File: config.mk
export PLATFORM = sky130hd
export DESIGN_NAME = top_k_sorted_insert
export DESIGN_NICKNAME = d
export VERILOG_FILES = /design/src/tksi_pkg.sv /design/src/tksi_cell.sv /design/src/top_k_sorted_insert.sv
export SDC_FILE = /design/constraint.sdc
export NUM_CORES = 2
export LEC_CHECK = 0
export BUFFER_PORTS_ARGS = -buffer_cell sky130_fd_sc_hd__buf_2
export CAP_MARGIN = 0
export CORE_MARGIN = 2
export CORE_UTILIZATION = 40
export CTS_CLUSTER_DIAMETER = 150
export DETAILED_ROUTE_END_ITERATION = 6
export PLACE_DENSITY_LB_ADDON = 0.3
export SYNTH_ARGS = -nofsm -noshare
export SYNTH_HDL_FRONTEND = slang
export SYNTH_SLANG_ARGS = --single-unit
File: constraint.sdc
create_clock -name clk -period 8.5 [get_ports clk]
set_input_delay 0.85 -clock clk [delete_from_list [all_inputs] [get_ports clk]]
set_output_delay 0.85 -clock clk [all_outputs]
set_load 0.1 [all_outputs]
File: src/tksi_pkg.sv
// Shared constants, request/response types and operation codes for the top-k list.
`timescale 1ns / 1ps
`default_nettype none
package tksi_pkg;

	localparam int MAX_ENTRIES = 16;
	localparam int TAG_BITS    = 16;
	localparam int SCORE_BITS  = 32;
	localparam int RANK_BITS   = (MAX_ENTRIES > 1) ? $clog2(MAX_ENTRIES) : 1;
	localparam int COUNT_BITS  = $clog2(MAX_ENTRIES + 1);
	localparam int CAP_BITS    = 5;

	localparam logic OP_INSERT = 1'b0;
	localparam logic OP_READ   = 1'b1;

	typedef struct packed {
		logic                         operation;
		logic [TAG_BITS-1:0]          entry_tag;
		logic signed [SCORE_BITS-1:0] entry_score;
		logic [RANK_BITS-1:0]         read_rank;
	} req_t;

	typedef struct packed {
		logic                         out_valid;
		logic [TAG_BITS-1:0]          out_tag;
		logic signed [SCORE_BITS-1:0] out_score;
		logic [RANK_BITS-1:0]         placed_rank;
		logic                         dropped;
		logic [COUNT_BITS-1:0]        entry_count;
	} rsp_t;

	// Broadcast control from the top level to every rank cell.
	typedef struct packed {
		logic ins_en;    // insert accepted this cycle
		logic top;       // new entry goes to rank 0
		logic in_range;  // this cell's rank is below the held count
		logic first;     // this cell is rank 0
	} cell_ctl_t;

endpackage
`default_nettype wire

File: src/tksi_cell.sv
// One rank cell: holds an entry, compares it with the new score and shifts down.
`timescale 1ns / 1ps
`default_nettype none
module tksi_cell
	import tksi_pkg::*;
(
	input  wire logic                         clk,
	input  wire cell_ctl_t                    ctl,
	input  wire logic [TAG_BITS-1:0]          new_tag,
	input  wire logic signed [SCORE_BITS-1:0] new_score,
	input  wire logic                         prev_after,
	input  wire logic [TAG_BITS-1:0]          prev_tag,
	input  wire logic signed [SCORE_BITS-1:0] prev_score,
	output logic                              after,
	output logic [TAG_BITS-1:0]               tag_q,
	output logic signed [SCORE_BITS-1:0]      score_q
);

	logic ge;

	// A cell past the held entries, or one not above the new score, is a landing spot.
	assign ge    = !ctl.in_range || !(score_q > new_score);
	assign after = ctl.top || (ge && !ctl.first);

	always_ff @(posedge clk) begin
		if (ctl.ins_en) begin
			if (prev_after) begin
				tag_q   <= prev_tag;
				score_q <= prev_score;
			end else if (after) begin
				tag_q   <= new_tag;
				score_q <= new_score;
			end
		end
	end

endmodule
`default_nettype wire

File: src/top_k_sorted_insert.sv
// Top level of the top-k sorted list: request/response channels, config and cell chain.
//
// Usage:
//   Requests arrive on req with req_valid/req_stall; a request is taken at a
//   clock edge where req_valid is high and req_stall is low. Operation insert
//   places (entry_tag, entry_score) in the descending-score list; operation
//   read returns the entry at read_rank.
//   Each request yields exactly one response on rsp with rsp_valid/rsp_stall,
//   in the cycle after it is taken, from an output register.
//   Throughput is one request per cycle while responses are not stalled: all
//   rank cells compare the new score in parallel and shift in the same edge,
//   so the next request sees the updated list.
//   When the receiver stalls, the response register holds and req_stall rises
//   once it is full; a new request is taken in the same cycle the held
//   response is taken.
//   The capacity register is written through cfg_valid/cfg_ready/cfg_data;
//   cfg_ready is always high.
//   Reset empties the list (held count zero), sets capacity to the maximum and
//   empties the response register. No clearing pass is needed.
`timescale 1ns / 1ps
`default_nettype none
module top_k_sorted_insert
	import tksi_pkg::*;
(
	input  wire logic                clk,
	input  wire logic                arst_n,
	input  wire logic                req_valid,
	output logic                     req_stall,
	input  wire req_t                req,
	output logic                     rsp_valid,
	input  wire logic                rsp_stall,
	output rsp_t                     rsp,
	input  wire logic                cfg_valid,
	output logic                     cfg_ready,
	input  wire logic [CAP_BITS-1:0] cfg_data
);

	logic [CAP_BITS-1:0]   cap_q;
	logic [COUNT_BITS-1:0] held_q;
	logic                  rsp_full_q;
	rsp_t                  rsp_q;

	logic                  take;
	logic                  ins_en;
	logic                  top;
	logic [COUNT_BITS-1:0] kept;
	logic [COUNT_BITS:0]   grow;
	logic [COUNT_BITS-1:0] count_nxt;
	logic [COUNT_BITS-1:0] pos;
	logic                  drop;
	logic                  rd_hit;
	rsp_t                  rsp_d;

	logic [MAX_ENTRIES-1:0]        after;
	logic [TAG_BITS-1:0]           cell_tag   [MAX_ENTRIES];
	logic signed [SCORE_BITS-1:0]  cell_score [MAX_ENTRIES];

	// Take a new request whenever the response register is free or drains now.
	assign req_stall = rsp_full_q && rsp_stall;
	assign take      = req_valid && !req_stall;
	assign ins_en    = take && (req.operation == OP_INSERT);
	assign cfg_ready = 1'b1;

	// Capacity: zero acts as one, anything above the maximum acts as the maximum.
	always_comb begin
		if (cap_q == '0) begin
			kept = COUNT_BITS'(1);
		end else if (32'(cap_q) > MAX_ENTRIES) begin
			kept = COUNT_BITS'(MAX_ENTRIES);
		end else begin
			kept = COUNT_BITS'(cap_q);
		end
	end

	assign grow      = {1'b0, held_q} + (COUNT_BITS+1)'(1);
	assign count_nxt = (grow > {1'b0, kept}) ? kept : grow[COUNT_BITS-1:0];

	// Strictly above rank 0 (or empty list) lands at the top; a tie with rank 0 lands after it.
	assign top = (held_q == '0) || (req.entry_score > cell_score[0]);

	genvar gi;
	generate
		for (gi = 0; gi < MAX_ENTRIES; gi++) begin : g_cell
			cell_ctl_t ctl;
			logic                         p_after;
			logic [TAG_BITS-1:0]          p_tag;
			logic signed [SCORE_BITS-1:0] p_score;

			assign ctl.ins_en   = ins_en;
			assign ctl.top      = top;
			assign ctl.in_range = (32'(gi) < 32'(held_q));
			assign ctl.first    = (gi == 0);

			if (gi == 0) begin : g_head
				assign p_after = 1'b0;
				assign p_tag   = req.entry_tag;
				assign p_score = req.entry_score;
			end else begin : g_link
				assign p_after = after[gi-1];
				assign p_tag   = cell_tag[gi-1];
				assign p_score = cell_score[gi-1];
			end

			tksi_cell u_cell (
				.clk        (clk),
				.ctl        (ctl),
				.new_tag    (req.entry_tag),
				.new_score  (req.entry_score),
				.prev_after (p_after),
				.prev_tag   (p_tag),
				.prev_score (p_score),
				.after      (after[gi]),
				.tag_q      (cell_tag[gi]),
				.score_q    (cell_score[gi])
			);
		end
	endgenerate

	// The landing flags are monotone along the chain, so the rank is the count of cells before it.
	assign pos    = COUNT_BITS'($countones(~after));
	assign drop   = (pos >= count_nxt);
	assign rd_hit = ({{(COUNT_BITS+1-RANK_BITS){1'b0}}, req.read_rank} < {1'b0, held_q});

	always_comb begin
		rsp_d = '0;
		if (req.operation == OP_READ) begin
			rsp_d.entry_count = held_q;
			if (rd_hit) begin
				rsp_d.out_valid = 1'b1;
				rsp_d.out_tag   = cell_tag[req.read_rank];
				rsp_d.out_score = cell_score[req.read_rank];
			end
		end else begin
			rsp_d.entry_count = count_nxt;
			rsp_d.dropped     = drop;
			rsp_d.placed_rank = drop ? '0 : pos[RANK_BITS-1:0];
		end
	end

	always_ff @(posedge clk or negedge arst_n) begin
		if (!arst_n) begin
			cap_q      <= CAP_BITS'(MAX_ENTRIES);
			held_q     <= '0;
			rsp_full_q <= 1'b0;
		end else begin
			if (cfg_valid && cfg_ready) begin
				cap_q <= cfg_data;
			end
			if (ins_en) begin
				held_q <= count_nxt;
			end
			// Fill on a new request, drop the flag when the held response leaves.
			if (take) begin
				rsp_full_q <= 1'b1;
			end else if (!rsp_stall) begin
				rsp_full_q <= 1'b0;
			end
		end
	end

	// Response payload: advance only with a new request, hold while stalled.
	always_ff @(posedge clk) begin
		if (take) begin
			rsp_q <= rsp_d;
		end
	end

	assign rsp_valid = rsp_full_q;
	assign rsp       = rsp_q;

endmodule
`default_nettype wire

Yosys cells after proc, flatten, opt, wreduce, memory -nomap -nowiden
Index checks and enable logic that the tools add are counted.
W data, S select, Z words.
{"block": "totals", "mem_count": 0, "input_bits": 63, "reg_bits": 838, "latchBits": 0, "word_cells": 270, "rom_bits": 0, "mem_bits_rw": 0}
{"block": "classes", "div": 0, "multipliers": 0, "shifts": 0, "muxes": 73, "eq_ne": 1, "bitwise_logic": 3, "magnitude_cmp": 36, "addsub": 16, "reduce_logical": 100}
{"cell": "$mux W32", "count": 32}
{"cell": "$gt A32 B32 Y1", "count": 16}
{"cell": "$mux W16", "count": 32}
{"cell": "$bmux W32 S4", "count": 1}
{"cell": "$bmux W16 S4", "count": 1}
{"cell": "$mux W49", "count": 1}
{"cell": "$lt A4 B5 Y1 const A", "count": 8}
{"cell": "$reduce_and A2 Y1", "count": 17}
{"cell": "$logic_not A1 Y1", "count": 31}
{"cell": "$logic_or A1 B1 Y1", "count": 31}
{"cell": "$reduce_bool A2 Y1", "count": 15}
{"cell": "$lt A3 B5 Y1 const A", "count": 4}
{"cell": "$mux W5", "count": 4}
{"cell": "$add A1 B1 Y2", "count": 8}
{"cell": "$not A16 Y16", "count": 1}
{"cell": "$add A2 B2 Y3", "count": 4}
{"cell": "$logic_not A5 Y1", "count": 2}
{"cell": "$lt A2 B5 Y1 const A", "count": 2}
{"cell": "$add A3 B3 Y4", "count": 2}
{"cell": "$add A5 B1 Y6 const B", "count": 1}
{"cell": "$gt A6 B5 Y1", "count": 1}
{"cell": "$add A4 B4 Y5", "count": 1}
{"cell": "$ge A5 B5 Y1", "count": 1}
{"cell": "$ge A5 B5 Y1 const B", "count": 1}
{"cell": "9 further kinds", "count": 12}

Depth between registers and ports, before layout
{"block": "depth", "ltp_word": 11, "depth_mapped": 30, "mapped_depth_nobuf": 27}

Hierarchy
From an unflattened synthesis, not the netlist that was laid out.
{"block": "hier_totals", "cells_unflattened": 4841, "area_unflattened_um2": 55037.8}
{"module": "tksi_cell", "seq_area_each_um2": 1441.4, "n_inst": 16, "cells_per_inst": 257, "area_per_inst_um2": 2795.2}
{"module": "top_k_sorted_insert", "seq_area_each_um2": 2048.2, "n_inst": 1, "cells_per_inst": 729, "area_per_inst_um2": 10314.9}

Least setup slack after synthesis
OpenSTA, ideal clock, no wires.
{"block": "synth_timing", "path_type": "in2reg", "start": "in req[29] (netlist bit)", "end": "reg rsp_q (netlist bit rsp[9]) (data pin)", "arrival_ps": 7054, "stages": 28, "path_slack_ps": 1315, "path_cell_list": "inv_1 ha_1 a21o_1 a221o_1 a221oi_1 o21ai_0 a21oi_1 xnor2_1 or3b_1 clkbuf_1 buf_2 inv_1 fa_1 fa_1 inv_1 fa_1 fa_1 inv_1 ha_1 fa_1 xor2_1 ha_1 nor2b_1 o21ai_0 nand2b_1 a21oi_1 nor2b_1 and2_1"}
{"block": "synth_via", "elab_chain_len": 11, "elab_cells_between_ends": 80}
{"element": "start: declaration", "line_no": "top_k_sorted_insert.sv:29", "source": "input wire req_t req,"}
{"element": "$gt A32 B32 Y1", "line_no": "tksi_cell.sv:22", "source": "assign ge = !ctl.in_range || !(score_q > new_score);"}
{"element": "$logic_not A1 Y1", "line_no": "tksi_cell.sv:22"}
{"element": "$logic_or A1 B1 Y1", "line_no": "tksi_cell.sv:22"}
{"element": "$logic_or A1 B1 Y1", "line_no": "tksi_cell.sv:23", "source": "assign after = ctl.top || (ge && !ctl.first);"}
{"element": "$not A16 Y16 (*)", "line_no": "top_k_sorted_insert.sv:120", "source": "assign pos = COUNT_BITS'($countones(~after));"}
{"element": "$add A1 B1 Y2 (not written as such)", "line_no": "top_k_sorted_insert.sv:120"}
{"element": "$add A2 B2 Y3 (not written as such)", "line_no": "top_k_sorted_insert.sv:120"}
{"element": "$add A3 B3 Y4 (not written as such)", "line_no": "top_k_sorted_insert.sv:120"}
{"element": "$add A4 B4 Y5 (not written as such) (*)", "line_no": "top_k_sorted_insert.sv:120"}
{"element": "net pos[2]", "line_no": "top_k_sorted_insert.sv:49", "source": "logic [COUNT_BITS-1:0] pos;"}
{"element": "$ge A5 B5 Y1 (*)", "line_no": "top_k_sorted_insert.sv:121", "source": "assign drop = (pos >= count_nxt);"}
{"element": "$reduce_or A2 Y1 (no source line) (*)"}
{"element": "end signal: assignment", "line_no": "top_k_sorted_insert.sv:164", "source": "rsp_q <= rsp_d;"}
{"element": "end: declaration", "line_no": "top_k_sorted_insert.sv:41", "source": "rsp_t rsp_q;"}
The timed path passes the listed nets; every way through them passes the cells marked *.
A chain may end at the register's enable or synchronous reset.

Worst setup path after layout
{"block": "layout_timing", "start": "in req[35] (netlist bit)", "end": "reg rsp_q (netlist bit rsp[9]) (data pin)"}
Same word-level chain as after synthesis.

==> results.yml <==
floorplan:
  core-area_um2: 130000
  dieArea_um2: 134000
  start_util_pct: 40.4
  rows: 132
  fp.dieW_um: 366
  dieHeight_um: 366
  io_pins: 125
layout:
  fin_cells: 5634
  drive_gt1_share_pct: 35.4
  fin_nets: 4413
  area_growth_pct: 12.8
run_status:
  status: "finished, final reports clean"
route:
  vias_per_cell: 6.29
  routed_wl_um: 183000
  drc: 0
  dr.pass1.iters: 5
  wl_per_cell_um: 32.4
  ant_nets: 0
  vias: 35400
  drtIter0Drc: 4558
global_route:
  grt_max_degree: 119
  grtUsageMet3_pct: 5.15
  met2_usage_pct: 40.3
  busiest_layer: "met2"
  grt_use_total_pct: 26.8
  grt_pass1_vias: 34900
  met1_usage_pct: 38.3
  antenna_found_initial: 11
  grt_pass1_wl_um: 260000
  grt_remaining_overflow: 0
synthesis:
  synth_edf_count: 827
  ys_warn_count: 0
  synth_top_family_by_area: "multiplexers"
  synthArstFlopShare_pct: 1.31
  synth_common_cells: "edfxtp_1 (827), mux2_2 (675), ha_1 (533)"
  syn-cell-area_um2: 52400
  synth_seq_area_share_pct: 47.9
  synth_top_area_share_pct: 47.4
  syn_nets: 4246
  syn_avg_cell_area_um2: 14.4
  synth_cells: 3641
  synth_compound_area_share_pct: 5.87
  yosys.area.top_type: "edfxtp_1"
  synth.most_common_cell: "edfxtp_1"
  synth_fa_ha_area_share_pct: 13.1
  synthMuxAreaShare_pct: 25.5
  synth_xor_area_share_pct: 0.134
  synth-simple-area-share_pct: 4.86
  synth_seq_cells: 838
  synthDistinctLibCells: 71
  synthFlopType: "edfxtp_1"
  synthTopCellsByArea: "edfxtp_1 (47%), mux2_2 (15%), ha_1 (13%), mux4_2 (10%), a21oi_1 (2.0%)"
setup_path:
  cp_data_required_time_ps: 9060
  path_max_fanout: 16
  end_kind: "flop"
  crit_top_cell: "fa_1"
  cp_slowest_stage_delay_ps: 580
  critPathArrivalTime_ps: 8410
  startpoint_type: "input pin"
  critPathKind: "in -> reg"
  slowest_stage: "nor3_1"
clocking:
  clock_latency_ps: 700
  cts.sinks: 838
  clock-root-buffer: "clkbuf_16"
  post_cts_buffers: 0
  cts_max_path_buffers: 3
  htreeDepth: 3
  cts_buffers: 97
  cts_tree: "built"
  cts.clk_slew.worst_paths_ps: 60
power:
  p_leak_nw: 22.3
  fin_total_pwr_mw: 14.0
  powerDensity_nw_per_um2: 237
  ir_worst_vdd_mv: 0.191
timing:
  fmax_mhz: 127
  setup_viol: 0
  fin_crit_ps: 7850
  hold_viol_final: 0
  fin_crit_sh_pct: 92.3
  slew-limit-headroom_pct: 13.4
  tightest_slew_ps: 1300
  skew_ps: 22.0
  fin_tns_setup_ps: 0
  slew_violations: 0
  rsz0062_at_grt: "no"
placed_design:
  placedCellCount: 5449
  hpwl_um: 121000
  gp_congestion: 0.977
  port_buffers: 123
job:
  cap_viol_max_count: 0
worst_hold_path:
  min_path_type: "in -> reg"
## flip-flops by register name, indices dropped and copies added (netlist names)
signal	cells
g_cell.u_cell.tag_q	256
rsp	59
cap_q	5
held_q	5
rsp_valid	1
g_cell.u_cell.score_q	512
## layout make-up
type                       instances  area, µm²
inverter                         130        488
clock inverter                    64        653
antenna                            4       10.0
timing repair buffer             267       1880
fill                           11500      70700
multi-input combinational       2474      26200
tap                             1742       2180
sequential                       838      25100
clock buffer                     115       2580
## routing by layer
metal  routed length (µm)  up-vias  part of all wire [%]
met4                 6950       10                   3.8
li1                     -    15000                     -
met5                   72        -                 0.039
met3                16000      333                   8.8
met1                79200    18300                    43
met2                80400     1741                    44
## worst paths after layout
check / from / end / slack, ps / depth (start not counted)
worst max-delay path: req[35] / rsp[9] / 650 / 26
worst min-delay path: req_valid / rsp_valid / 370 / 2
worst max register to register: g_cell[0].u_cell.score_q[31] / rsp[9] / 750 / 25
worst min register to register: rsp_valid / rsp_valid / 520 / 2
max in group asynchronous: arst_n / cap_q[4] / 7630 / 2
min in group asynchronous: arst_n / cap_q[1] / 580 / 2
## placed cells by master, fill, tap and decap left out, drive strengths merged, types with 45 or more instances in the layout
master,synthesis,layout
a21o,64,64
a21oi,213,213
buf,98,266
clkbuf,101,115
clkinv,1,45
edfxtp,827,827
ha,533,533
inv,129,133
mux2,685,685
mux4,240,240
nand2,127,127
nand4,111,111
nor2b,79,79
o21ai,99,99
## per-stage QoR
step | worst slack (ps) | instance area, µm² | hold WS [ps] | utilization, %
CTS | 865 | 59100 | 334 | 45.5
floorplan | 1310 | 52400 | 481 | -
global route | 436 | 59100 | 374 | 45.5
detailed placement | 149 | 55800 | 508 | 43.0
finish | 652 | 59100 | 370 | 45.5
global placement | 219 | 55800 | 505 | 43.0
## power by group
part           switching, mW  leakage [nW]  internal (mW)
combinational           2.51          12.9           1.69
sequential             0.294          7.82           5.13
clock                   1.84          1.58           2.53
## cell families after synthesis
family | Yosys count
muxes | 948
DFF | 838
adders and majority gates | 542
AOI/OAI and AO/OA | 501
and+or+nand+nor | 474
buffers and inverters | 329
xor gates and xnor gates | 8
other | 1
## worst max-delay path, delay by kind of cell
family,cells,cell delay [ps]
xor+xnor,1,230
buf+inv,4,450
fa+ha+maj,8,3460
simple gates,10,2880
compound gates,3,520
## timing repair
item | 4_1_cts | 5_1_grt
hold endpoints to repair | 1 | 0
hold buffers | 1 | 0
resized for setup | 0 | 0
Note: power is estimated with default switching activity, not from simulation.
